$ cat src/gjk_pkg.sv
// Shared types, constants and width helpers for the GJK simplex update block.
package gjk_pkg;

    // default coordinate width and fixed field widths
    localparam int COORD_BITS_DEF = 16;
    localparam int FIELD_W        = 16;
    localparam int DIR_W          = 63;
    localparam int STEP_W         = 11;
    localparam logic [STEP_W-1:0] MAX_STEPS_RST = 11'd16;

    // result status codes
    typedef enum logic [1:0] {
        ST_CONT  = 2'd0,
        ST_SEP   = 2'd1,
        ST_HIT   = 2'd2,
        ST_LIMIT = 2'd3
    } t_status;

    // request to the shared vector unit
    typedef struct packed {
        logic start;
        logic is_dot;
        logic neg;
    } t_vop_req;

    // response from the shared vector unit
    typedef struct packed {
        logic done;
        logic neg;
        logic pos;
    } t_vop_rsp;

    // width of a point difference
    function automatic int diff_w(input int coord_bits);
        return coord_bits + 1;
    endfunction

    // width of a cross product of a difference cross product with a difference
    function automatic int wide_w(input int coord_bits);
        return 3 * coord_bits + 5;
    endfunction

endpackage

$ cat src/gjk_vop.sv
// Shared vector unit: cross or dot product on one split multiplier and accumulator.
module gjk_vop import gjk_pkg::*; #(
    parameter  int COORD_BITS = COORD_BITS_DEF,
    localparam int DW = diff_w(COORD_BITS),
    localparam int WW = wide_w(COORD_BITS)
) (
    input  logic                 i_clk,
    input  logic                 i_rst_n,
    input  t_vop_req             i_req,
    input  logic signed [WW-1:0] i_u [3],
    input  logic signed [DW-1:0] i_v [3],
    output t_vop_rsp             o_rsp,
    output logic signed [WW-1:0] o_res [3]
);

    localparam int H  = WW / 2;
    localparam int MA = H + 1;
    localparam int PW = MA + DW;
    localparam int AW = WW + DW + 3;

    logic                 r_busy;
    logic                 r_half;
    logic [2:0]           r_idx;
    logic                 r_pv;
    logic                 r_done;
    logic signed [PW-1:0] r_prod;
    logic                 r_phi;
    logic                 r_pneg;
    logic                 r_pclr;
    logic                 r_plast;
    logic                 r_pfin;
    logic [1:0]           r_pcomp;
    logic signed [AW-1:0] r_acc;
    logic                 r_sneg;
    logic                 r_spos;
    logic signed [WW-1:0] r_res [3];

    logic [1:0]           ui, vi, comp, nx, nz;
    logic                 sub, clr, last, fin;
    logic signed [WW-1:0] u_sel;
    logic signed [MA-1:0] a_op;
    logic signed [PW-1:0] n_prod;
    logic signed [AW-1:0] shifted, term, n_acc;

    // term sequencing: dot walks x,y,z; cross walks two terms per component
    always_comb begin
        nx = 2'd1;
        nz = 2'd2;
        if (i_req.is_dot) begin
            ui   = r_idx[1:0];
            vi   = r_idx[1:0];
            sub  = 1'b0;
            clr  = (r_idx == 3'd0);
            last = (r_idx == 3'd2);
            fin  = (r_idx == 3'd2);
            comp = 2'd0;
        end else begin
            case (r_idx[2:1])
                2'd0: begin
                    nx = 2'd1;
                    nz = 2'd2;
                end
                2'd1: begin
                    nx = 2'd2;
                    nz = 2'd0;
                end
                default: begin
                    nx = 2'd0;
                    nz = 2'd1;
                end
            endcase
            ui   = r_idx[0] ? nz : nx;
            vi   = r_idx[0] ? nx : nz;
            sub  = r_idx[0];
            clr  = !r_idx[0];
            last = r_idx[0];
            fin  = (r_idx == 3'd5);
            comp = r_idx[2:1];
        end
    end

    // split operand: low half unsigned, high half signed
    always_comb begin
        u_sel  = i_u[ui];
        a_op   = r_half ? MA'($signed(u_sel[WW-1:H])) : $signed({1'b0, u_sel[H-1:0]});
        n_prod = PW'(a_op) * PW'(i_v[vi]);
    end

    // accumulate the registered partial product
    always_comb begin
        shifted = r_phi ? (AW'(r_prod) <<< H) : AW'(r_prod);
        term    = r_pneg ? -shifted : shifted;
        n_acc   = (r_pclr ? AW'(0) : r_acc) + term;
    end

    // control
    always_ff @(posedge i_clk) begin
        if (!i_rst_n) begin
            r_busy <= 1'b0;
            r_pv   <= 1'b0;
            r_done <= 1'b0;
            r_half <= 1'b0;
            r_idx  <= 3'd0;
        end else begin
            r_pv   <= r_busy;
            r_done <= r_pv && r_pfin;
            if (i_req.start) begin
                r_busy <= 1'b1;
                r_idx  <= 3'd0;
                r_half <= 1'b0;
            end else if (r_busy) begin
                r_half <= !r_half;
                if (r_half) begin
                    r_idx <= r_idx + 3'd1;
                    if (fin) begin
                        r_busy <= 1'b0;
                    end
                end
            end
        end
    end

    // product stage and accumulator
    always_ff @(posedge i_clk) begin
        r_prod  <= n_prod;
        r_phi   <= r_half;
        r_pneg  <= sub ^ i_req.neg;
        r_pclr  <= clr && !r_half;
        r_plast <= last && r_half;
        r_pfin  <= fin && r_half;
        r_pcomp <= comp;
        if (r_pv) begin
            r_acc <= n_acc;
            if (r_plast) begin
                r_res[r_pcomp] <= WW'(n_acc);
            end
            if (r_pfin) begin
                r_sneg <= n_acc[AW-1];
                r_spos <= !n_acc[AW-1] && (n_acc != AW'(0));
            end
        end
    end

    assign o_rsp.done = r_done;
    assign o_rsp.neg  = r_sneg;
    assign o_rsp.pos  = r_spos;
    assign o_res      = r_res;

endmodule

$ cat src/gjk_simplex_update_unit.sv
// Top level of the GJK simplex update block: simplex store, case sequencer, stream ports.
//
// One support point per input word; one result word (status and next search direction) per
// input word. All products go through one shared multiplier of about (1.5*COORD_BITS+3) by
// (COORD_BITS+1) bits, used twice per product (low and high half of the wide operand) with a
// registered product feeding an accumulator. A start word, or a word after a finished test,
// goes straight to its result word; a further point first runs a dot product test and, unless
// it separates, then for two or more points the line, triangle or tetrahedron rule, all as
// chained products on the shared unit. The input is not ready while an item is in work or its
// result waits. The max_steps register is written on its own channel, which is always ready.
module gjk_simplex_update_unit import gjk_pkg::*; #(
    parameter  int COORD_BITS = COORD_BITS_DEF,
    localparam int DW = diff_w(COORD_BITS),
    localparam int WW = wide_w(COORD_BITS),
    localparam int CX = (COORD_BITS > FIELD_W) ? COORD_BITS : FIELD_W
) (
    input  logic              i_clk,
    input  logic              i_rst_n,
    // configuration: max_steps
    input  logic              i_cfg_valid,
    output logic              o_cfg_ready,
    input  logic [STEP_W-1:0] i_cfg_data,
    // input stream
    input  logic              i_s_tvalid,
    output logic              o_s_tready,
    input  logic [47:0]       i_s_tdata,    // point_x, point_y, point_z
    input  logic [0:0]        i_s_tuser,    // op
    // result stream
    output logic              o_m_tvalid,
    input  logic              i_m_tready,
    output logic [191:0]      o_m_tdata,    // dir_x, dir_y, dir_z, zero pad
    output logic [1:0]        o_m_tuser     // status
);

    typedef enum logic [19:0] {
        S_IDLE = 20'h00001,
        S_DOTP = 20'h00002,
        S_LINE = 20'h00004,
        S_TW1  = 20'h00008,
        S_TW2  = 20'h00010,
        S_TABC = 20'h00020,
        S_TACX = 20'h00040,
        S_TACD = 20'h00080,
        S_TACO = 20'h00100,
        S_TABX = 20'h00200,
        S_TABD = 20'h00400,
        S_FACE = 20'h00800,
        S_Q1X  = 20'h01000,
        S_Q1D  = 20'h02000,
        S_Q2X  = 20'h04000,
        S_Q2D  = 20'h08000,
        S_Q3X  = 20'h10000,
        S_Q3D  = 20'h20000,
        S_FIN  = 20'h40000,
        S_OUT  = 20'h80000
    } t_state;

    typedef enum logic [2:0] {U_DIR, U_AB, U_AC, U_AD, U_ABC, U_T} t_usel;
    typedef enum logic [2:0] {V_P, V_AO, V_AB, V_AC, V_AD} t_vsel;

    t_state                       r_state;
    logic                         r_wait;
    logic [2:0]                   r_count;
    logic [STEP_W-1:0]            r_step;
    logic [STEP_W-1:0]            r_max;
    t_status                      r_fin;
    logic signed [COORD_BITS-1:0] r_p  [3];
    logic signed [COORD_BITS-1:0] r_pa [3];
    logic signed [COORD_BITS-1:0] r_pb [3];
    logic signed [COORD_BITS-1:0] r_pc [3];
    logic signed [COORD_BITS-1:0] r_pd [3];
    logic signed [WW-1:0]         r_abc [3];
    logic signed [WW-1:0]         r_t   [3];
    logic signed [DIR_W-1:0]      r_dir [3];

    logic signed [COORD_BITS-1:0] in_p [3];
    logic [CX-1:0]                raw  [3];
    logic signed [DW-1:0]         ao [3], ab [3], ac [3], ad [3], pv [3];
    logic signed [WW-1:0]         u_vec [3];
    logic signed [DW-1:0]         v_vec [3];
    logic signed [WW-1:0]         vop_res [3];
    t_usel                        usel;
    t_vsel                        vsel;
    t_vop_req                     vop_req;
    t_vop_rsp                     vop_rsp;
    logic                         op_state;
    logic [2:0]                   cnt_inc;
    logic [STEP_W-1:0]            n_step;

    // field unpacking and simplex differences
    always_comb begin
        for (int k = 0; k < 3; k++) begin
            raw[k]  = CX'(i_s_tdata[FIELD_W*k +: FIELD_W]);
            in_p[k] = $signed(raw[k][COORD_BITS-1:0]);
            ao[k]   = -DW'(r_pa[k]);
            ab[k]   = DW'(r_pb[k]) - DW'(r_pa[k]);
            ac[k]   = DW'(r_pc[k]) - DW'(r_pa[k]);
            ad[k]   = DW'(r_pd[k]) - DW'(r_pa[k]);
            pv[k]   = DW'(r_p[k]);
        end
    end

    // operand selection per sequencer step
    always_comb begin
        usel           = U_AB;
        vsel           = V_AO;
        vop_req.start  = op_state && !r_wait;
        vop_req.is_dot = 1'b0;
        vop_req.neg    = 1'b0;
        case (r_state)
            S_DOTP: begin
                usel           = U_DIR;
                vsel           = V_P;
                vop_req.is_dot = 1'b1;
            end
            S_LINE: vop_req.is_dot = 1'b1;
            S_TW1:  vsel = V_AO;
            S_TW2: begin
                usel = U_T;
                vsel = V_AB;
            end
            S_TABC: vsel = V_AC;
            S_TACX: begin
                usel = U_ABC;
                vsel = V_AC;
            end
            S_TACO: begin
                usel           = U_AC;
                vop_req.is_dot = 1'b1;
            end
            S_TABX: begin
                usel        = U_ABC;
                vsel        = V_AB;
                vop_req.neg = 1'b1;
            end
            S_FACE: begin
                usel           = U_ABC;
                vop_req.is_dot = 1'b1;
            end
            S_Q1X: vsel = V_AD;
            S_Q2X: begin
                usel = U_AC;
                vsel = V_AB;
            end
            S_Q3X: begin
                usel = U_AD;
                vsel = V_AC;
            end
            S_TACD, S_TABD, S_Q1D, S_Q2D, S_Q3D: begin
                usel           = U_T;
                vop_req.is_dot = 1'b1;
            end
            default: ;
        endcase
    end

    // operand muxes
    always_comb begin
        for (int k = 0; k < 3; k++) begin
            case (usel)
                U_DIR:   u_vec[k] = WW'(r_dir[k]);
                U_AB:    u_vec[k] = WW'(ab[k]);
                U_AC:    u_vec[k] = WW'(ac[k]);
                U_AD:    u_vec[k] = WW'(ad[k]);
                U_ABC:   u_vec[k] = r_abc[k];
                U_T:     u_vec[k] = r_t[k];
                default: u_vec[k] = WW'(0);
            endcase
            case (vsel)
                V_P:     v_vec[k] = pv[k];
                V_AO:    v_vec[k] = ao[k];
                V_AB:    v_vec[k] = ab[k];
                V_AC:    v_vec[k] = ac[k];
                V_AD:    v_vec[k] = ad[k];
                default: v_vec[k] = DW'(0);
            endcase
        end
    end

    assign op_state      = !(r_state == S_IDLE || r_state == S_FIN || r_state == S_OUT);
    assign cnt_inc       = (r_count == 3'd4) ? 3'd4 : r_count + 3'd1;
    assign n_step        = r_step + STEP_W'(1);

    gjk_vop #(.COORD_BITS(COORD_BITS)) u_vop (
        .i_clk   (i_clk),
        .i_rst_n (i_rst_n),
        .i_req   (vop_req),
        .i_u     (u_vec),
        .i_v     (v_vec),
        .o_rsp   (vop_rsp),
        .o_res   (vop_res)
    );

    // sequencer and simplex state
    always_ff @(posedge i_clk) begin
        if (!i_rst_n) begin
            r_state  <= S_IDLE;
            r_wait   <= 1'b0;
            r_count  <= 3'd0;
            r_step   <= '0;
            r_max    <= MAX_STEPS_RST;
            r_fin    <= ST_CONT;
            r_dir[0] <= '0;
            r_dir[1] <= '0;
            r_dir[2] <= DIR_W'(1);
        end else begin
            if (i_cfg_valid) begin
                r_max <= i_cfg_data;
            end
            if (vop_req.start) begin
                r_wait <= 1'b1;
            end else if (vop_rsp.done) begin
                r_wait <= 1'b0;
            end
            case (r_state)
                S_IDLE: begin
                    if (i_s_tvalid) begin
                        r_p <= in_p;
                        if (!i_s_tuser[0]) begin
                            r_pa    <= in_p;
                            r_count <= 3'd1;
                            r_step  <= STEP_W'(1);
                            for (int k = 0; k < 3; k++) begin
                                r_dir[k] <= DIR_W'(-DW'(in_p[k]));
                            end
                            r_fin   <= (STEP_W'(1) >= r_max) ? ST_LIMIT : ST_CONT;
                            r_state <= S_OUT;
                        end else if (r_fin != ST_CONT) begin
                            r_state <= S_OUT;
                        end else begin
                            r_state <= S_DOTP;
                        end
                    end
                end
                S_DOTP: begin
                    if (vop_rsp.done) begin
                        if (vop_rsp.neg) begin
                            r_fin   <= ST_SEP;
                            r_state <= S_OUT;
                        end else begin
                            // push at the front
                            r_pd    <= r_pc;
                            r_pc    <= r_pb;
                            r_pb    <= r_pa;
                            r_pa    <= r_p;
                            r_count <= cnt_inc;
                            case (cnt_inc)
                                3'd2:    r_state <= S_LINE;
                                3'd3:    r_state <= S_TABC;
                                3'd4: begin
                                    r_count <= 3'd3;
                                    r_state <= S_Q1X;
                                end
                                default: r_state <= S_FIN;
                            endcase
                        end
                    end
                end
                // line rule, also the triangle's edge AB region
                S_LINE: begin
                    if (vop_rsp.done) begin
                        if (vop_rsp.pos) begin
                            r_state <= S_TW1;
                        end else begin
                            r_count <= 3'd1;
                            for (int k = 0; k < 3; k++) begin
                                r_dir[k] <= DIR_W'(ao[k]);
                            end
                            r_state <= S_FIN;
                        end
                    end
                end
                // direction toward the origin from edge AB
                S_TW1: begin
                    if (vop_rsp.done) begin
                        r_t     <= vop_res;
                        r_state <= S_TW2;
                    end
                end
                S_TW2: begin
                    if (vop_rsp.done) begin
                        for (int k = 0; k < 3; k++) begin
                            r_dir[k] <= DIR_W'(vop_res[k]);
                        end
                        r_state <= S_FIN;
                    end
                end
                // triangle rule
                S_TABC: begin
                    if (vop_rsp.done) begin
                        r_abc   <= vop_res;
                        r_state <= S_TACX;
                    end
                end
                S_TACX: begin
                    if (vop_rsp.done) begin
                        r_t     <= vop_res;
                        r_state <= S_TACD;
                    end
                end
                S_TACD: begin
                    if (vop_rsp.done) begin
                        r_state <= vop_rsp.pos ? S_TACO : S_TABX;
                    end
                end
                S_TACO: begin
                    if (vop_rsp.done) begin
                        r_count <= 3'd2;
                        if (vop_rsp.pos) begin
                            r_pb    <= r_pc;
                            r_state <= S_TW1;
                        end else begin
                            r_state <= S_LINE;
                        end
                    end
                end
                S_TABX: begin
                    if (vop_rsp.done) begin
                        r_t     <= vop_res;
                        r_state <= S_TABD;
                    end
                end
                S_TABD: begin
                    if (vop_rsp.done) begin
                        if (vop_rsp.pos) begin
                            r_count <= 3'd2;
                            r_state <= S_LINE;
                        end else begin
                            r_state <= S_FACE;
                        end
                    end
                end
                S_FACE: begin
                    if (vop_rsp.done) begin
                        if (vop_rsp.pos) begin
                            for (int k = 0; k < 3; k++) begin
                                r_dir[k] <= DIR_W'(r_abc[k]);
                            end
                        end else begin
                            r_pb <= r_pc;
                            r_pc <= r_pb;
                            for (int k = 0; k < 3; k++) begin
                                r_dir[k] <= -DIR_W'(r_abc[k]);
                            end
                        end
                        r_state <= S_FIN;
                    end
                end
                // tetrahedron rule: three faces through A
                S_Q1X: begin
                    if (vop_rsp.done) begin
                        r_t     <= vop_res;
                        r_state <= S_Q1D;
                    end
                end
                S_Q1D: begin
                    if (vop_rsp.done) begin
                        if (vop_rsp.neg) begin
                            r_pc    <= r_pd;
                            r_state <= S_TABC;
                        end else begin
                            r_state <= S_Q2X;
                        end
                    end
                end
                S_Q2X: begin
                    if (vop_rsp.done) begin
                        r_t     <= vop_res;
                        r_state <= S_Q2D;
                    end
                end
                S_Q2D: begin
                    if (vop_rsp.done) begin
                        r_state <= vop_rsp.neg ? S_TABC : S_Q3X;
                    end
                end
                S_Q3X: begin
                    if (vop_rsp.done) begin
                        r_t     <= vop_res;
                        r_state <= S_Q3D;
                    end
                end
                S_Q3D: begin
                    if (vop_rsp.done) begin
                        if (!vop_rsp.neg) begin
                            r_count <= 3'd4;
                            r_fin   <= ST_HIT;
                            r_state <= S_OUT;
                        end else begin
                            r_pb    <= r_pc;
                            r_pc    <= r_pd;
                            r_state <= S_TABC;
                        end
                    end
                end
                // step count and limit
                S_FIN: begin
                    r_step <= n_step;
                    if (n_step >= r_max) begin
                        r_fin <= ST_LIMIT;
                    end
                    r_state <= S_OUT;
                end
                S_OUT: begin
                    if (i_m_tready) begin
                        r_state <= S_IDLE;
                    end
                end
                default: r_state <= S_IDLE;
            endcase
        end
    end

    // ports
    assign o_cfg_ready = 1'b1;
    assign o_s_tready  = (r_state == S_IDLE);
    assign o_m_tvalid  = (r_state == S_OUT);
    assign o_m_tdata   = {3'b000, r_dir[2], r_dir[1], r_dir[0]};
    assign o_m_tuser   = r_fin;

`ifndef ASSERT_OFF
    a_ready_excl: assert property (@(posedge i_clk) disable iff (!i_rst_n)
        !(o_s_tready && o_m_tvalid))
        else $error("input ready while a result is pending");
    a_count_max: assert property (@(posedge i_clk) disable iff (!i_rst_n)
        r_count <= 3'd4)
        else $error("simplex point count above four");
    a_done_wait: assert property (@(posedge i_clk) disable iff (!i_rst_n)
        vop_rsp.done |-> r_wait)
        else $error("vector unit done without a request");
    a_start_once: assert property (@(posedge i_clk) disable iff (!i_rst_n)
        vop_req.start |=> !vop_req.start)
        else $error("vector unit started twice in a row");
    a_back_idle: assert property (@(posedge i_clk) disable iff (!i_rst_n)
        (o_m_tvalid && i_m_tready) |=> o_s_tready)
        else $error("not ready after result word taken");
`endif

endmodule
$ cat config.mk
export PLATFORM = sky130hd
export DESIGN_NAME = gjk_simplex_update_unit
export DESIGN_NICKNAME = d
export VERILOG_FILES = /design/src/gjk_pkg.sv /design/src/gjk_vop.sv /design/src/gjk_simplex_update_unit.sv
export SDC_FILE = /design/constraint.sdc
export NUM_CORES = 2
export LEC_CHECK = 0
export ABC_AREA = 1
export BUFFER_PORTS_ARGS = -buffer_cell sky130_fd_sc_hd__buf_2
export CORE_MARGIN = 2
export CORE_UTILIZATION = 50
export DETAILED_ROUTE_END_ITERATION = 10
export PLACE_DENSITY = 0.66
export SLEW_MARGIN = 30
export SYNTH_ARGS = -nofsm -noshare
export SYNTH_HDL_FRONTEND = slang
export SYNTH_SLANG_ARGS = --single-unit
$ cat constraint.sdc
create_clock -name i_clk -period 13.8 [get_ports i_clk]
set_clock_uncertainty 0.15 [all_clocks]
set_input_delay 1.38 -clock i_clk [delete_from_list [all_inputs] [get_ports i_clk]]
set_output_delay 1.38 -clock i_clk [all_outputs]
set_load 0.005 [all_outputs]
==> flow_summary.json <==
{
  "start_util": 0.505,
  "dp_hpwl_um": 338000,
  "clock-sinks": 1087,
  "cap_violations": 0,
  "rrSetupSlack_ps": 3070,
  "whs_endpoint": "r_wait$_SDFFE_PN0P_",
  "grt_max_degree": 145,
  "worst_pin_slew_ps": 1130,
  "drt_iter0_drc": 13100,
  "fp.coreArea_sq_mm": 0.181,
  "critPathArrivalTime_ps": 11310,
  "crit_top_cell": "fa_1",
  "num_rows": 156,
  "synth.avg_cell_area_sq_um": 7.74,
  "die_area_sq_mm": 0.186,
  "outcome": "finished with violations",
  "period_share": 0.778,
  "min_path_cells": 2,
  "violations": "design-rule violations",
  "synthArstFlopShare": 0,
  "cts_tree": "built",
  "cp_slowest_cell": "inv_1",
  "crit_path_end_kind": "register",
  "drc": 1,
  "htree_num_levels": 4,
  "start_kind": "register",
  "relSlewSlack": 0.242,
  "clockBufferDepth": 3,
  "io_pins": 262,
  "critPathMaxFanout": 25,
  "post_cts_resize_count": 0,
  "setup_tns_ps": 0,
  "finalSetupViolations": 0,
  "grt_usage": 0.450,
  "detailedRoute.firstPassIterationCount": 11,
  "worst_path_largest_cell_delay_ps": 710,
  "grt_pass1_wl_um": 603000,
  "layout_setup_ws_ps": 3070,
  "cts_buffers": 132,
  "hold_violations": 0,
  "synth_seq_cells": 1087,
  "yosys_most_used_dff": "edfxtp_1",
  "hold_slack_ps": 318,
  "first_global_vias": 85500,
  "gp_congestion": 1.08,
  "drtAntennaViolNets": 0,
  "netlist_instances": 11800,
  "gr-total-overflow": 0,
  "synth_cell_types": 77,
  "cp.required_ps": 14380,
  "num_vias": 89800,
  "crit_family": "adder cells",
  "synth_area_sq_mm": 0.0914,
  "synth_edf_count": 981,
  "wl_um": 428000,
  "maxSlewViolCount": 0,
  "ys_warn_count": 0,
  "synth-seq-area-share": 0.346,
  "via_per_inst": 6.23,
  "hold_buffers": 0,
  "clkLatencyLatePin_ps": 840,
  "nets": 12800,
  "final_cell_mix": "nand2_1, inv_1, nor2_1",
  "r2r-start": "r_state[19]$_SDFFE_PN0P_",
  "wire_per_inst_um": 29.7,
  "die_h_um": 432,
  "r2r_end": "u_vop.r_prod[35]$_DFF_P_",
  "period_needed_ps": 10730,
  "numPortBuffers": 257,
  "dpl_worst_slack_ps": 3300,
  "rsz0062_at_grt": "false",
  "fmax_mhz": 93.2,
  "antenna_found_initial": 32,
  "reg2regPathDepth": 32,
  "area_growth_pct": 8.94,
  "crit_type": "register to register",
  "cts_root_buffer": "clkbuf_16",
  "final_layout_size_suffix_gt1_frac": 0.0691,
  "clk_pin_slew_ps": 60,
  "post-cts-setup-buffers": 0,
  "critPathBufInv": 8,
  "mostFrequentLayoutCell": "nand2_1",
  "hp-start": "r_wait$_SDFFE_PN0P_",
  "hold_class": "register to register",
  "dieWidth_um": 432
}
## sequential cells by signal (all words and copies together), names as in the netlist, 11 cells and up
| name | cells |
|---|---|
| u_vop.r_acc | 73 |
| r_t | 159 |
| r_pb | 48 |
| r_pa | 48 |
| r_pc | 48 |
| u_vop.r_prod | 44 |
| pv | 48 |
| r_dir | 189 |
| r_abc | 159 |
| u_vop.o_res | 159 |
| r_state | 20 |
| r_max | 11 |
| r_pd | 48 |
| r_step | 11 |
## stage by stage
stage,utilization,cells,cell area (sq um)
2_1_floorplan,-,11800,91400
3_3_place_gp,0.524,14100,94900
3_5_place_dp,0.524,14100,95000
4_1_cts,0.549,14400,99500
5_1_grt,0.549,14400,99500
6_report,0.550,14400,99600
## worst max path at each step
| stage | start | to | slack, ps | depth (start not counted) |
|---|---|---|---|---|
| after floorplan | i_rst_n | r_t[0]$_DFFE_PP_ | 3040 | 3 |
| final | r_state[19]$_SDFFE_PN0P_ | u_vop.r_prod[35]$_DFF_P_ | 3070 | 32 |
| after global routing | r_state[19]$_SDFFE_PN0P_ | u_vop.r_prod[41]$_DFF_P_ | 2560 | 34 |
| after detailed placement | r_state[12]$_SDFFE_PN0P_ | u_vop.r_prod[35]$_DFF_P_ | 3300 | 32 |
| after global placement | r_state[19]$_SDFFE_PN0P_ | u_vop.r_prod[41]$_DFF_P_ | 3400 | 34 |
| after CTS | r_state[19]$_SDFFE_PN0P_ | u_vop.r_prod[41]$_DFF_P_ | 3210 | 34 |
## Yosys cell counts, types with 13 or more instances
library cell  instances  area, sq um
or2_2                44          275
buf_2               133          666
a21oi_1             724         3620
nor2_1             1026         3850
ha_1                396         4950
o21a_1               13         97.6
nor4_1               56          350
nand2_1            3099        11600
nand3_1             661         3310
a21o_1               18          135
o21bai_1             14          105
nand2_2              23          144
o21ai_0             700         3500
nand3_2              24          240
a22oi_1              59          443
a211oi_1             22          165
nand4_1             207         1290
o22ai_1              41          257
o21ai_1              17         85.1
dfxtp_1             106         2120
clkinv_1             14         52.6
clkbuf_1            221          830
xnor2_1              95          832
edfxtp_1            981        29500
inv_1              1718         6450
o2111ai_1            70          613
inv_2                22         82.6
xor2_1              198         1730
buf_4                31          233
nand3b_1             67          503
o31ai_1              17          128
o221ai_1             59          517
and3_1               13         81.3
fa_1                457         9150
nor2_2               14         87.6
nor2_4               17          191
a221oi_1             20          175
nand2_4              15          169
a21boi_0             14          105
nor3_1              131          656
a31oi_1              20          125
buf_1                19         71.3
o211ai_1             99          743
## metal layers
layer / global-route usage / wire length [um]
met5: 0 / 161
met1: 0.542 / 152000
met2: 0.688 / 186000
met4: 0.365 / 42900
met3: 0.109 / 47300
## layout make-up
type	instances	area [sq um]
diodes	19	47.5
clock buffers	161	3490
clock inverters	78	982
fillers	17200	81600
inverters	1754	6590
multi-input cells	8556	51600
flip-flops and latches	1087	31600
well taps	2370	2970
repair buffers	381	2320
## logic make-up after synthesis
logic type,synth area share
DFF,0.346
adders and majority gates,0.154
xor gates and xnor gates,0.0281
AOI/OAI and AO/OA,0.124
buffers and inverters,0.0928
other,0.0000822
and+or+nand+nor,0.255
muxes,0.000110
## tightest hold or removal path: cells and delay by family, from the launching register on
family | cells | cell delay, ps
simple gates | 1 | 60
flops | 1 | 310
compound gates | 1 | 50
Power is not shown: default switching activity piles up to over one toggle a cycle in this logic, so the estimate is an artifact.
